[config.mk]
export PLATFORM = sky130hd
export DESIGN_NAME = call_zone_classifier
export DESIGN_NICKNAME = d
export VERILOG_FILES = /design/src/design/czc_pkg.sv /design/src/design/czc_xcell.sv /design/src/design/czc_ccell.sv /design/src/design/call_zone_classifier.sv
export SDC_FILE = /design/constraint.sdc
export NUM_CORES = 2
export LEC_CHECK = 0
export BUFFER_PORTS_ARGS = -buffer_cell sky130_fd_sc_hd__buf_4
export CORE_MARGIN = 2
export CORE_UTILIZATION = 45
export DETAILED_ROUTE_END_ITERATION = 12
export PLACE_DENSITY = 0.65
export SLEW_MARGIN = 20
export SYNTH_ARGS = -nofsm -noshare
export SYNTH_HDL_FRONTEND = slang
export SYNTH_SLANG_ARGS = --single-unit
[constraint.sdc]
create_clock -name clk -period 6.13 [get_ports clk]
set_input_delay 0.9195 -clock clk [delete_from_list [all_inputs] [get_ports clk]]
set_output_delay 0.9195 -clock clk [all_outputs]
set_load 0.03 [all_outputs]
[src/design/czc_pkg.sv]
// ----------------------------------------------------------------------------
// czc_pkg: shared types and codes of the call zone classifier
// Command and status codes, field limits and the words that travel along
// the exchange and cost cell chains.
// ----------------------------------------------------------------------------
package czc_pkg;

	// command codes
	localparam logic [1:0] CMD_ADD_EXCH   = 2'd0;
	localparam logic [1:0] CMD_ADD_COST   = 2'd1;
	localparam logic [1:0] CMD_ADD_RATE   = 2'd2;
	localparam logic [1:0] CMD_LOOKUP     = 2'd3;

	// result status codes
	localparam logic [3:0] ST_ACCEPTED    = 4'd0;
	localparam logic [3:0] ST_FULL        = 4'd1;
	localparam logic [3:0] ST_LOCAL       = 4'd2;
	localparam logic [3:0] ST_ZONE_COST   = 4'd3;
	localparam logic [3:0] ST_ZONE_NOCOST = 4'd4;
	localparam logic [3:0] ST_LONG        = 4'd5;
	localparam logic [3:0] ST_RATE        = 4'd6;
	localparam logic [3:0] ST_BAD_NUMBER  = 4'd7;
	localparam logic [3:0] ST_BAD_ENTRY   = 4'd8;

	// field limits
	localparam logic [9:0] NUM_LOW     = 10'd100;
	localparam logic [9:0] NUM_HIGH    = 10'd999;
	localparam logic [6:0] ZONE_MAX    = 7'd99;
	localparam logic [4:0] HOUR_MAX    = 5'd24;
	localparam logic [6:0] PERCENT_MAX = 7'd100;

	// lookup word walking the exchange chain
	typedef struct packed {
		logic       vld;
		logic [9:0] area;
		logic [9:0] exch;
		logic       found;
		logic [6:0] zone;
	} xtok_t;

	// lookup word walking the cost chain
	typedef struct packed {
		logic        vld;
		logic [6:0]  zone;
		logic        found;
		logic [15:0] first;
		logic [15:0] next;
	} ctok_t;

	// reduced-rate entry
	typedef struct packed {
		logic [4:0] from_hr;
		logic [4:0] to_hr;
		logic [6:0] pct;
	} rate_ent_t;

endpackage

[src/design/czc_xcell.sv]
// ----------------------------------------------------------------------------
// czc_xcell: one exchange table cell
// Holds one exchange entry and compares it against the lookup word passing
// by; the first live cell that matches marks the word found.
// ----------------------------------------------------------------------------
module czc_xcell (
	input  logic           clk,
	input  logic           arst_n,
	input  logic           wr_en,
	input  logic [6:0]     wr_zone,
	input  logic [9:0]     wr_area,
	input  logic [9:0]     wr_exch,
	input  logic           live,
	input  czc_pkg::xtok_t tok_in,
	output czc_pkg::xtok_t tok_out
);
	import czc_pkg::*;

	logic [6:0] zone_q;
	logic [9:0] area_q;
	logic [9:0] exch_q;
	xtok_t      tok_d;
	xtok_t      tok_q;
	logic       hit;

	// store the entry
	always_ff @(posedge clk) begin
		if (wr_en) begin
			zone_q <= wr_zone;
			area_q <= wr_area;
			exch_q <= wr_exch;
		end
	end

	// mark the word on the first match
	assign hit = tok_in.vld && live && !tok_in.found &&
		(tok_in.area == area_q) && (tok_in.exch == exch_q);

	always_comb begin
		tok_d = tok_in;
		if (hit) begin
			tok_d.found = 1'b1;
			tok_d.zone  = zone_q;
		end
	end

	// advance the word to the next cell
	always_ff @(posedge clk or negedge arst_n) begin
		if (!arst_n) begin
			tok_q <= '0;
		end else begin
			tok_q <= tok_d;
		end
	end

	assign tok_out = tok_q;

endmodule

[src/design/czc_ccell.sv]
// ----------------------------------------------------------------------------
// czc_ccell: one cost table cell
// Holds one zone cost entry and fills in the costs of the lookup word passing
// by when its zone matches and no earlier cell matched.
// ----------------------------------------------------------------------------
module czc_ccell (
	input  logic           clk,
	input  logic           arst_n,
	input  logic           wr_en,
	input  logic [6:0]     wr_zone,
	input  logic [15:0]    wr_first,
	input  logic [15:0]    wr_next,
	input  logic           live,
	input  czc_pkg::ctok_t tok_in,
	output czc_pkg::ctok_t tok_out
);
	import czc_pkg::*;

	logic [6:0]  zone_q;
	logic [15:0] first_q;
	logic [15:0] next_q;
	ctok_t       tok_d;
	ctok_t       tok_q;
	logic        hit;

	// store the entry
	always_ff @(posedge clk) begin
		if (wr_en) begin
			zone_q  <= wr_zone;
			first_q <= wr_first;
			next_q  <= wr_next;
		end
	end

	// fill in costs on the first match
	assign hit = tok_in.vld && live && !tok_in.found && (tok_in.zone == zone_q);

	always_comb begin
		tok_d = tok_in;
		if (hit) begin
			tok_d.found = 1'b1;
			tok_d.first = first_q;
			tok_d.next  = next_q;
		end
	end

	// advance the word to the next cell
	always_ff @(posedge clk or negedge arst_n) begin
		if (!arst_n) begin
			tok_q <= '0;
		end else begin
			tok_q <= tok_d;
		end
	end

	assign tok_out = tok_q;

endmodule

[src/design/call_zone_classifier.sv]
// ----------------------------------------------------------------------------
// call_zone_classifier: dialled number zone and cost classifier
// Each add command gives its result in the cycle after it is taken. A lookup
// of a valid number walks the exchange cell chain, then, for a zone call,
// the cost cell chain; a long distance answer is followed by one word per
// stored reduced-rate entry, one a cycle. busy is high while a lookup runs.
// Results appear on the result ports for one cycle with valid high and
// cannot be held off: the receiver must take every word as it comes.
// ----------------------------------------------------------------------------
module call_zone_classifier #(
	parameter int EXCHANGE_ENTRIES  = 64,
	parameter int COST_ENTRIES      = 16,
	parameter int REDUCTION_ENTRIES = 8
) (
	input  logic        clk,
	input  logic        arst_n,
	input  logic        start,
	output logic        busy,
	input  logic [1:0]  cmd,
	input  logic [9:0]  area_num,
	input  logic [9:0]  exchange,
	input  logic [6:0]  zone,
	input  logic [15:0] first_minute_cost,
	input  logic [15:0] next_minute_cost,
	input  logic [4:0]  from_hour,
	input  logic [4:0]  to_hour,
	input  logic [6:0]  percent_off,
	output logic        valid,
	output logic [3:0]  status,
	output logic [6:0]  zone_out,
	output logic [15:0] first_cost_out,
	output logic [15:0] next_cost_out,
	output logic [4:0]  from_out,
	output logic [4:0]  to_out,
	output logic [6:0]  percent_out,
	output logic        last
);
	import czc_pkg::*;

	localparam int XCW = $clog2(EXCHANGE_ENTRIES + 1);
	localparam int CCW = $clog2(COST_ENTRIES + 1);
	localparam int RCW = $clog2(REDUCTION_ENTRIES + 1);
	localparam int RIW = (REDUCTION_ENTRIES > 1) ? $clog2(REDUCTION_ENTRIES) : 1;

	typedef enum logic [3:0] {
		S_IDLE  = 4'b0001,
		S_XSCAN = 4'b0010,
		S_CSCAN = 4'b0100,
		S_RATE  = 4'b1000
	} state_t;

	state_t          state_q, state_d;
	logic [XCW-1:0]  x_count_q;
	logic [CCW-1:0]  c_count_q;
	logic [RCW-1:0]  r_count_q;
	logic [RCW-1:0]  r_idx_q, r_idx_d;
	rate_ent_t       rtab_q [REDUCTION_ENTRIES];
	rate_ent_t       r_ent;

	xtok_t           xtok [EXCHANGE_ENTRIES+1];
	ctok_t           ctok [COST_ENTRIES+1];

	logic            accept;
	logic            bad_x, bad_c, bad_r, bad_num;
	logic            x_full, c_full, r_full;
	logic            x_wr, c_wr, r_wr;
	logic            x_launch, c_launch;

	logic            o_valid, o_last;
	logic [3:0]      o_status;
	logic [6:0]      o_zone, o_pct;
	logic [15:0]     o_first, o_next;
	logic [4:0]      o_from, o_to;

	assign busy   = (state_q != S_IDLE);
	assign accept = start && !busy;

	// range checks
	assign bad_x   = (zone > ZONE_MAX) || (area_num > NUM_HIGH) || (exchange > NUM_HIGH);
	assign bad_c   = (zone > ZONE_MAX);
	assign bad_r   = (from_hour > HOUR_MAX) || (to_hour > HOUR_MAX) ||
		(percent_off > PERCENT_MAX);
	assign bad_num = (area_num < NUM_LOW) || (area_num > NUM_HIGH) ||
		(exchange < NUM_LOW) || (exchange > NUM_HIGH);

	assign x_full = (x_count_q == XCW'(EXCHANGE_ENTRIES));
	assign c_full = (c_count_q == CCW'(COST_ENTRIES));
	assign r_full = (r_count_q == RCW'(REDUCTION_ENTRIES));

	assign x_wr     = accept && (cmd == CMD_ADD_EXCH) && !bad_x && !x_full;
	assign c_wr     = accept && (cmd == CMD_ADD_COST) && !bad_c && !c_full;
	assign r_wr     = accept && (cmd == CMD_ADD_RATE) && !bad_r && !r_full;
	assign x_launch = accept && (cmd == CMD_LOOKUP) && !bad_num;

	// exchange cell chain
	always_comb begin
		xtok[0]       = '0;
		xtok[0].vld   = x_launch;
		xtok[0].area  = area_num;
		xtok[0].exch  = exchange;
	end

	for (genvar i = 0; i < EXCHANGE_ENTRIES; i++) begin : g_xcell
		czc_xcell u_xcell (
			.clk     (clk),
			.arst_n  (arst_n),
			.wr_en   (x_wr && (x_count_q == XCW'(i))),
			.wr_zone (zone),
			.wr_area (area_num),
			.wr_exch (exchange),
			.live    (XCW'(i) < x_count_q),
			.tok_in  (xtok[i]),
			.tok_out (xtok[i+1])
		);
	end

	// cost cell chain, fed by the zone of the exchange match
	always_comb begin
		ctok[0]      = '0;
		ctok[0].vld  = c_launch;
		ctok[0].zone = xtok[EXCHANGE_ENTRIES].zone;
	end

	for (genvar j = 0; j < COST_ENTRIES; j++) begin : g_ccell
		czc_ccell u_ccell (
			.clk      (clk),
			.arst_n   (arst_n),
			.wr_en    (c_wr && (c_count_q == CCW'(j))),
			.wr_zone  (zone),
			.wr_first (first_minute_cost),
			.wr_next  (next_minute_cost),
			.live     (CCW'(j) < c_count_q),
			.tok_in   (ctok[j]),
			.tok_out  (ctok[j+1])
		);
	end

	// reduced-rate entries
	always_ff @(posedge clk) begin
		if (r_wr) begin
			rtab_q[r_count_q[RIW-1:0]] <= '{from_hr: from_hour, to_hr: to_hour,
				pct: percent_off};
		end
	end

	assign r_ent = rtab_q[r_idx_q[RIW-1:0]];

	// table fill counts
	always_ff @(posedge clk or negedge arst_n) begin
		if (!arst_n) begin
			x_count_q <= '0;
			c_count_q <= '0;
			r_count_q <= '0;
		end else begin
			if (x_wr) x_count_q <= x_count_q + XCW'(1);
			if (c_wr) c_count_q <= c_count_q + CCW'(1);
			if (r_wr) r_count_q <= r_count_q + RCW'(1);
		end
	end

	// sequence the lookup and form each result word
	always_comb begin
		state_d  = state_q;
		r_idx_d  = r_idx_q;
		c_launch = 1'b0;
		o_valid  = 1'b0;
		o_status = ST_ACCEPTED;
		o_zone   = '0;
		o_first  = '0;
		o_next   = '0;
		o_from   = '0;
		o_to     = '0;
		o_pct    = '0;
		o_last   = 1'b1;
		unique case (state_q)
			S_IDLE: begin
				if (accept) begin
					o_valid = 1'b1;
					unique case (cmd)
						CMD_ADD_EXCH: begin
							if (bad_x) o_status = ST_BAD_ENTRY;
							else if (x_full) o_status = ST_FULL;
						end
						CMD_ADD_COST: begin
							if (bad_c) o_status = ST_BAD_ENTRY;
							else if (c_full) o_status = ST_FULL;
						end
						CMD_ADD_RATE: begin
							if (bad_r) o_status = ST_BAD_ENTRY;
							else if (r_full) o_status = ST_FULL;
						end
						CMD_LOOKUP: begin
							if (bad_num) begin
								o_status = ST_BAD_NUMBER;
							end else begin
								o_valid = 1'b0;
								state_d = S_XSCAN;
							end
						end
						default: o_valid = 1'b0;
					endcase
				end
			end
			S_XSCAN: begin
				if (xtok[EXCHANGE_ENTRIES].vld) begin
					priority if (!xtok[EXCHANGE_ENTRIES].found) begin
						o_valid  = 1'b1;
						o_status = ST_LONG;
						o_last   = (r_count_q == '0);
						r_idx_d  = '0;
						state_d  = (r_count_q == '0) ? S_IDLE : S_RATE;
					end else if (xtok[EXCHANGE_ENTRIES].zone == '0) begin
						o_valid  = 1'b1;
						o_status = ST_LOCAL;
						state_d  = S_IDLE;
					end else begin
						c_launch = 1'b1;
						state_d  = S_CSCAN;
					end
				end
			end
			S_CSCAN: begin
				if (ctok[COST_ENTRIES].vld) begin
					o_valid = 1'b1;
					o_zone  = ctok[COST_ENTRIES].zone;
					if (ctok[COST_ENTRIES].found) begin
						o_status = ST_ZONE_COST;
						o_first  = ctok[COST_ENTRIES].first;
						o_next   = ctok[COST_ENTRIES].next;
					end else begin
						o_status = ST_ZONE_NOCOST;
					end
					state_d = S_IDLE;
				end
			end
			S_RATE: begin
				o_valid  = 1'b1;
				o_status = ST_RATE;
				o_from   = r_ent.from_hr;
				o_to     = r_ent.to_hr;
				o_pct    = r_ent.pct;
				o_last   = ((r_idx_q + RCW'(1)) == r_count_q);
				r_idx_d  = r_idx_q + RCW'(1);
				if (o_last) state_d = S_IDLE;
			end
			default: state_d = S_IDLE;
		endcase
	end

	// control registers
	always_ff @(posedge clk or negedge arst_n) begin
		if (!arst_n) begin
			state_q <= S_IDLE;
			r_idx_q <= '0;
			valid   <= 1'b0;
		end else begin
			state_q <= state_d;
			r_idx_q <= r_idx_d;
			valid   <= o_valid;
		end
	end

	// register the result word
	always_ff @(posedge clk) begin
		status         <= o_status;
		zone_out       <= o_zone;
		first_cost_out <= o_first;
		next_cost_out  <= o_next;
		from_out       <= o_from;
		to_out         <= o_to;
		percent_out    <= o_pct;
		last           <= o_last;
	end

endmodule

# After elaboration in Yosys (flattened, before gate mapping)
# Memory sizes are Yosys's and may differ from the RTL's. A register that Yosys moved wholly into a read port is not among the register bits.
# Index checks and enable logic that the tools add are counted.
# word_totals
n_memories	1
ff_bits	4913
ram_bits	136
output_inout_bits	63
# classes
n_eq_ne	241
n_lt_le_gt_ge	88
muxes	125
addsub	4
n_reduce_logical	498
# memory_table
memory	words	width	rd	rd_clocked_by_memory_dff	wr	line	rtl
rtab_q	8	17	1	1	1	call_zone_classifier.sv:57	rate_ent_t rtab_q [REDUCTION_ENTRIES];
# op_table
operator	n
10-bit equality test	128
33-bit two-way mux	16
8-bit two-way mux	64
1-bit logical AND	394
7-bit by 6-bit equality test with 1-bit output, second input constant	32
6-bit by 7-bit < comparator with 1-bit output, first input constant	32
7-bit by 5-bit equality test with 1-bit output, second input constant	16
7-bit equality test	16
5-bit by 7-bit < comparator with 1-bit output, first input constant	16
1-bit logical NOT	87
7-bit by 4-bit equality test with 1-bit output, second input constant	8
4-bit by 7-bit < comparator with 1-bit output, first input constant	8
4-bit two-way mux	14
4-bit one-hot mux with 4 select lines	3
5-bit by 4-bit equality test with 1-bit output, second input constant	8
4-bit by 5-bit < comparator with 1-bit output, first input constant	8
7-bit by 3-bit equality test with 1-bit output, second input constant	4
3-bit by 7-bit < comparator with 1-bit output, first input constant	4
5-bit by 3-bit equality test with 1-bit output, second input constant	4
10-bit greater-than comparator, second input constant	2
10-bit by 7-bit < comparator with 1-bit output, second input constant	2
3-bit by 5-bit < comparator with 1-bit output, first input constant	4
1-bit two-way mux	18
3-bit two-way mux	6
other kinds (38)	62

# Logic depth before layout (Yosys ltp)
# depth
depth_word	10
depth_mapped	9

# By module
# A second synthesis with hierarchy kept.
# unflattened
cells_unflattened	8713
hier_area_um2	173676.6
# by_module_without_submodules
module	n_inst	area_each_um2	seq_area_each_um2	cells_per_inst
czc_xcell	64	1861.8	1536.5	92
czc_ccell	16	2801.4	2197.1	127
call_zone_classifier	1	9699.3	5931.9	793

# Worst setup path before layout
# Ideal clock, no wire load.
# synth_path
kind	input to register
startpoint	in zone[4]
endpoint	reg g_xcell[35].u_xcell.area_q[0] (enable)
stages	6
path_slack_ps	798
t_arrival_ps	4853
n_path_buf	1
setup_ps	479
cell_sequence	o311ai_1 > nand3_2 > nor3_2 > nand2_1 > clkbuf_1 > nor4_1
# synth_via
elab_chain_cells	7
# synth_lines
element	line	rtl
from (decl)	call_zone_classifier.sv:22	input logic [6:0] zone,
7-bit greater-than comparator	call_zone_classifier.sv:79	assign bad_x = (zone > ZONE_MAX) || (area_num > NUM_HIGH) || (exchange > NUM_HIGH);
1-bit logical OR (2 in series)	call_zone_classifier.sv:79	
1-bit logical NOT	call_zone_classifier.sv:90	assign x_wr = accept && (cmd == CMD_ADD_EXCH) && !bad_x && !x_full;
1-bit logical AND (2 in series)	call_zone_classifier.sv:90	
1-bit logical AND	call_zone_classifier.sv:107	.wr_en (x_wr && (x_count_q == XCW'(i))),
via g_xcell[35].u_xcell.wr_en	czc_xcell.sv:9	input logic wr_en,
to (signal assigned)	czc_xcell.sv:30	area_q <= wr_area;
to (decl)	czc_xcell.sv:20	logic [9:0] area_q;
# The timed path passes the listed nets, and every way through them passes these cells.
# A chain may end at the register's enable or synchronous reset.

# Final worst setup path
# layout_path
startpoint	reg x_count_q[1]
endpoint	reg g_xcell[13].u_xcell.exch_q[1] (enable)
# layout_via
elab_chain_cells	4
# layout_lines
element	line	rtl
from (decl)	call_zone_classifier.sv:53	logic [XCW-1:0] x_count_q;
from (signal assigned)	call_zone_classifier.sv:155	if (x_wr) x_count_q <= x_count_q + XCW'(1);
7-bit equality test	call_zone_classifier.sv:86	assign x_full = (x_count_q == XCW'(EXCHANGE_ENTRIES));
1-bit logical NOT	call_zone_classifier.sv:90	
1-bit logical AND	call_zone_classifier.sv:90	
1-bit logical AND (*)	call_zone_classifier.sv:107	
via g_xcell[13].u_xcell.wr_en	czc_xcell.sv:9	
to (signal assigned)	czc_xcell.sv:31	exch_q <= wr_exch;
to (decl)	czc_xcell.sv:21	logic [9:0] exch_q;
# Mark *: on every way through the listed nets, which the timed path passes. The rest lies on a longest branch.

==> results.sh <==
export IMPL_grt_pass1_wl_um=567800
export IMPL_finalSetupViolCount=0
export IMPL_hpwl_um=240400
export IMPL_die_w_um=619.9
export IMPL_final_core_util=0.5185
export IMPL_holdPathEnd="g_xcell[13].u_xcell.zone_q[5]"
export IMPL_finClkSkew_ps=97.68
export IMPL_cp_required_ps=6790
export IMPL_status="completed"
export IMPL_synthAdderAreaFrac=0.0007331
export IMPL_p_leak_nw=78.17
export IMPL_io_buffers=143
export IMPL_synth_compound_area_share=0.004853
export IMPL_clkPwrFrac=0.441
export IMPL_p_comb_frac=0.019
export IMPL_avgSynthCellArea_sq_um=19.67
export IMPL_via_count=76840
export IMPL_switchingPower_mw=13.88
export IMPL_peakVddDrop_uv=327.7
export IMPL_synth_area_mux_share=0.06741
export IMPL_drt_wl_total_um=385800
export IMPL_p_per_area_nw_per_um2=344.1
export IMPL_slew_limit_headroom=0.2153
export IMPL_tns_ps=0
export IMPL_first_global_vias=81740
export IMPL_synthToLayoutAreaGrowth_pct=14.94
export IMPL_total_power_mw=67.50
export IMPL_hold_viol=0
export IMPL_multiInputGateArea_sq_um=31780
export IMPL_drv_slew=0
export IMPL_synth_edff_count=2488
export IMPL_antenna_found_initial=38
export IMPL_h_tree_depth=5
export IMPL_place_congestion=0.8843
export IMPL_crit_fanout=27
export IMPL_num_rows=226
export IMPL_cts_tree="yes"
export IMPL_end_kind="register"
export IMPL_nets=9481
export IMPL_reg2reg_slack_ps=1200
export IMPL_start_kind="register"
export IMPL_cts_buffers=475
export IMPL_ios=144
export IMPL_drc=0
export IMPL_wl_per_cell_um=25.99
export IMPL_synth_top_family_by_area="XOR/XNOR gates"
export IMPL_final_period_utilization=0.8048
export IMPL_drtIter0Drc=7457
export IMPL_clock_latency_ps=1000
export IMPL_cap_viol_max_count=0
export IMPL_root_buffer="clkbuf_16"
export IMPL_path_class="register to register"
export IMPL_nFillCells=29500
export IMPL_arrival_ps=5590
export IMPL_r2r_end="g_xcell[13].u_xcell.exch_q[1]"
export IMPL_cts_resized=0
export IMPL_antenna_left=0
export IMPL_reg2reg_depth=8
export IMPL_synth_cells=8677
export IMPL_grt_max_degree=183
export IMPL_drive_gt1_frac=0.2284
export IMPL_postCtsHoldBufs=1
export IMPL_min_path_type="input pin to register"
export IMPL_yosysUniqueCellTypes=82
export IMPL_synthesis_area_sq_um=170700
export IMPL_worst_slew_pin_slew_ps=1174
export IMPL_via_per_inst=5.177
export IMPL_clk_pin_slew_ps=60
export IMPL_regArea_sq_um=138900
export IMPL_syn_nets=8768
export IMPL_place_area_sq_um=179700
export IMPL_timing_fmax_ghz=0.2027
export IMPL_r2r_start="x_count_q[1]"
export IMPL_firstDrtPassIters=6
export IMPL_fin_area_sq_um=196200
export IMPL_start_util=0.4511
export IMPL_die_h_um=619.9
export IMPL_synthSimpleGateAreaFrac=0.03861
export IMPL_holdPathStages=1
export IMPL_ys_ff_latch=5066
export IMPL_yosysSeqAreaShare=0.8139
export IMPL_cts_max_path_buffers=4
export IMPL_cts_setup_buffers=0
export IMPL_hold_start="zone[5]"
export IMPL_cts_sinks=5066
export IMPL_synth_xor_area_share=0.07110
export IMPL_dieArea_sq_um=384200
export IMPL_intPower_mw=53.62
export IMPL_yosys_most_used_dff="dfrtp_1"
export IMPL_grt_use_total=0.2021
export IMPL_holdWs_ps=173.8
export IMPL_yosys_warnings=0
export IMPL_rsz0062_at_grt="false"
export IMPL_synthArstFlopShare=0.4968
export IMPL_post_route_min_period_ps=4933
export IMPL_core_area_sq_um=378300
export IMPL_sequentialPowerShare=0.540
export IMPL_swShare=0.2056
export IMPL_grt_overflow_total=0
[metrics by stage]
stage / setup slack, ps / instances
finish: 1197 / 14840
global route: 1118 / 14840
CTS: 1205 / 14820
detailed placement: 931.0 / 13920
global placement: 1180 / 13920
floorplan: 798.0 / 8677
[cell type report]
cell class | count | share of cell area
Sequential cell | 5066 | 0.7081
Inverter | 17 | 0.0003253
Timing Repair Buffer | 345 | 0.01500
Clock inverter | 252 | 0.01418
Clock buffer | 653 | 0.06824
Tap cell | 5016 | 0.03199
Antenna cell | 8 | 0.0001020
Multi-Input combinational cell | 3485 | 0.1620
[sequential cells by signal, summed over array words and instances, names as in the netlist]
name and flops:
g_xcell.u_xcell.tok_out 1836, zone_out 7, valid 1, percent_out 7, rtab_q 136, last 1, status 4, from_out 5
r_idx_q 4, g_ccell.u_ccell.tok_out 656, to_out 5, g_ccell.u_ccell.zone_q 112, state_q 4, g_xcell.u_xcell.zone_q 448, next_cost_out 16, g_ccell.u_ccell.next_q 256
g_ccell.u_ccell.first_q 256, g_xcell.u_xcell.area_q 640, first_cost_out 16, g_xcell.u_xcell.exch_q 640, x_count_q 7, c_count_q 5, r_count_q 4
[cells in the final DEF, fill, tap and decap left out, drive strengths merged, types with 75 or more instances in the layout]
cell    count
xnor2     568
nor3       81
clkinv    177
xor2      815
nor4      231
nand4     181
edfxtp   2488
mux2      922
and2       75
dfrtp    2516
nor2       78
clkbuf    653
buf       344
[worst max-delay path, stage by stage (launching register included)]
cell	delay (ps)
dfrtp_1	680
inv_1	200
ha_1	380
nor2b_1	230
a311oi_1	760
nand3_1	1080
buf_4	540
nor2_2	270
buf_4	410
[power groups by stage]
stage | Clock (mW) | Sequential (mW) | Combinational [mW]
after floorplan | 0 | 36.9 | 0.262
after global placement | 0 | 37.1 | 1.27
after detailed placement | 0 | 37.1 | 1.29
after CTS | 30.3 | 36.4 | 1.30
after global routing | 31.8 | 36.4 | 1.39
final | 29.8 | 36.4 | 1.27
[cells in the mapped netlist, drive strengths merged (34+ instances only)]
cell	instances	area share
mux4	34	0.0045
nor4b	49	0.0027
nor2b	65	0.0024
nand4	181	0.0066
nand3	39	0.0012
nor2	78	0.0017
clkbuf	56	0.0012
xor2	815	0.042
dfxtp	61	0.0072
or2	61	0.0023
edfxtp	2488	0.44
and2	75	0.0027
mux2	922	0.062
nor3	81	0.0030
nand2	49	0.0011
nor4	231	0.011
buf	53	0.0018
xnor2	568	0.029
dfrtp	2516	0.37
[per-layer routing]
metal	global-route usage	share of wire	vias up
met5	0	0.000093	-
met4	0.07140	0.037	6
met3	0.03015	0.059	693
met2	0.3380	0.50	2366
met1	0.2708	0.41	40840
li1	-	-	32930
[how the worst max path moves through the flow]
stage	from	to	slack, ps	cells past startpoint
2_1_floorplan	zone[4]	g_xcell[35].u_xcell.area_q[0]	800	6
3_3_place_gp	zone[2]	g_xcell[37].u_xcell.zone_q[2]	1180	8
3_5_place_dp	zone[2]	g_xcell[25].u_xcell.exch_q[0]	930	9
4_1_cts	x_count_q[1]	g_xcell[25].u_xcell.zone_q[3]	1210	7
5_1_grt	x_count_q[1]	g_xcell[13].u_xcell.zone_q[6]	1120	8
6_report	x_count_q[1]	g_xcell[13].u_xcell.exch_q[1]	1200	8
[logic make-up (layout without fill, tap and decap cells)]
| group | after synthesis | count (layout) |
|---|---|---|
| adder cells (fa/ha/maj) | 10 | 10 |
| multiplexers | 973 | 973 |
| AO/OA/AOI/OAI | 112 | 112 |
| XOR/XNOR | 1384 | 1384 |
| other | 0 | 8 |
| buffers and inverters | 126 | 1267 |
| AND/OR/NAND/NOR | 1006 | 1006 |
| flip-flops | 5066 | 5066 |
Power figures use the tool's default switching activity.
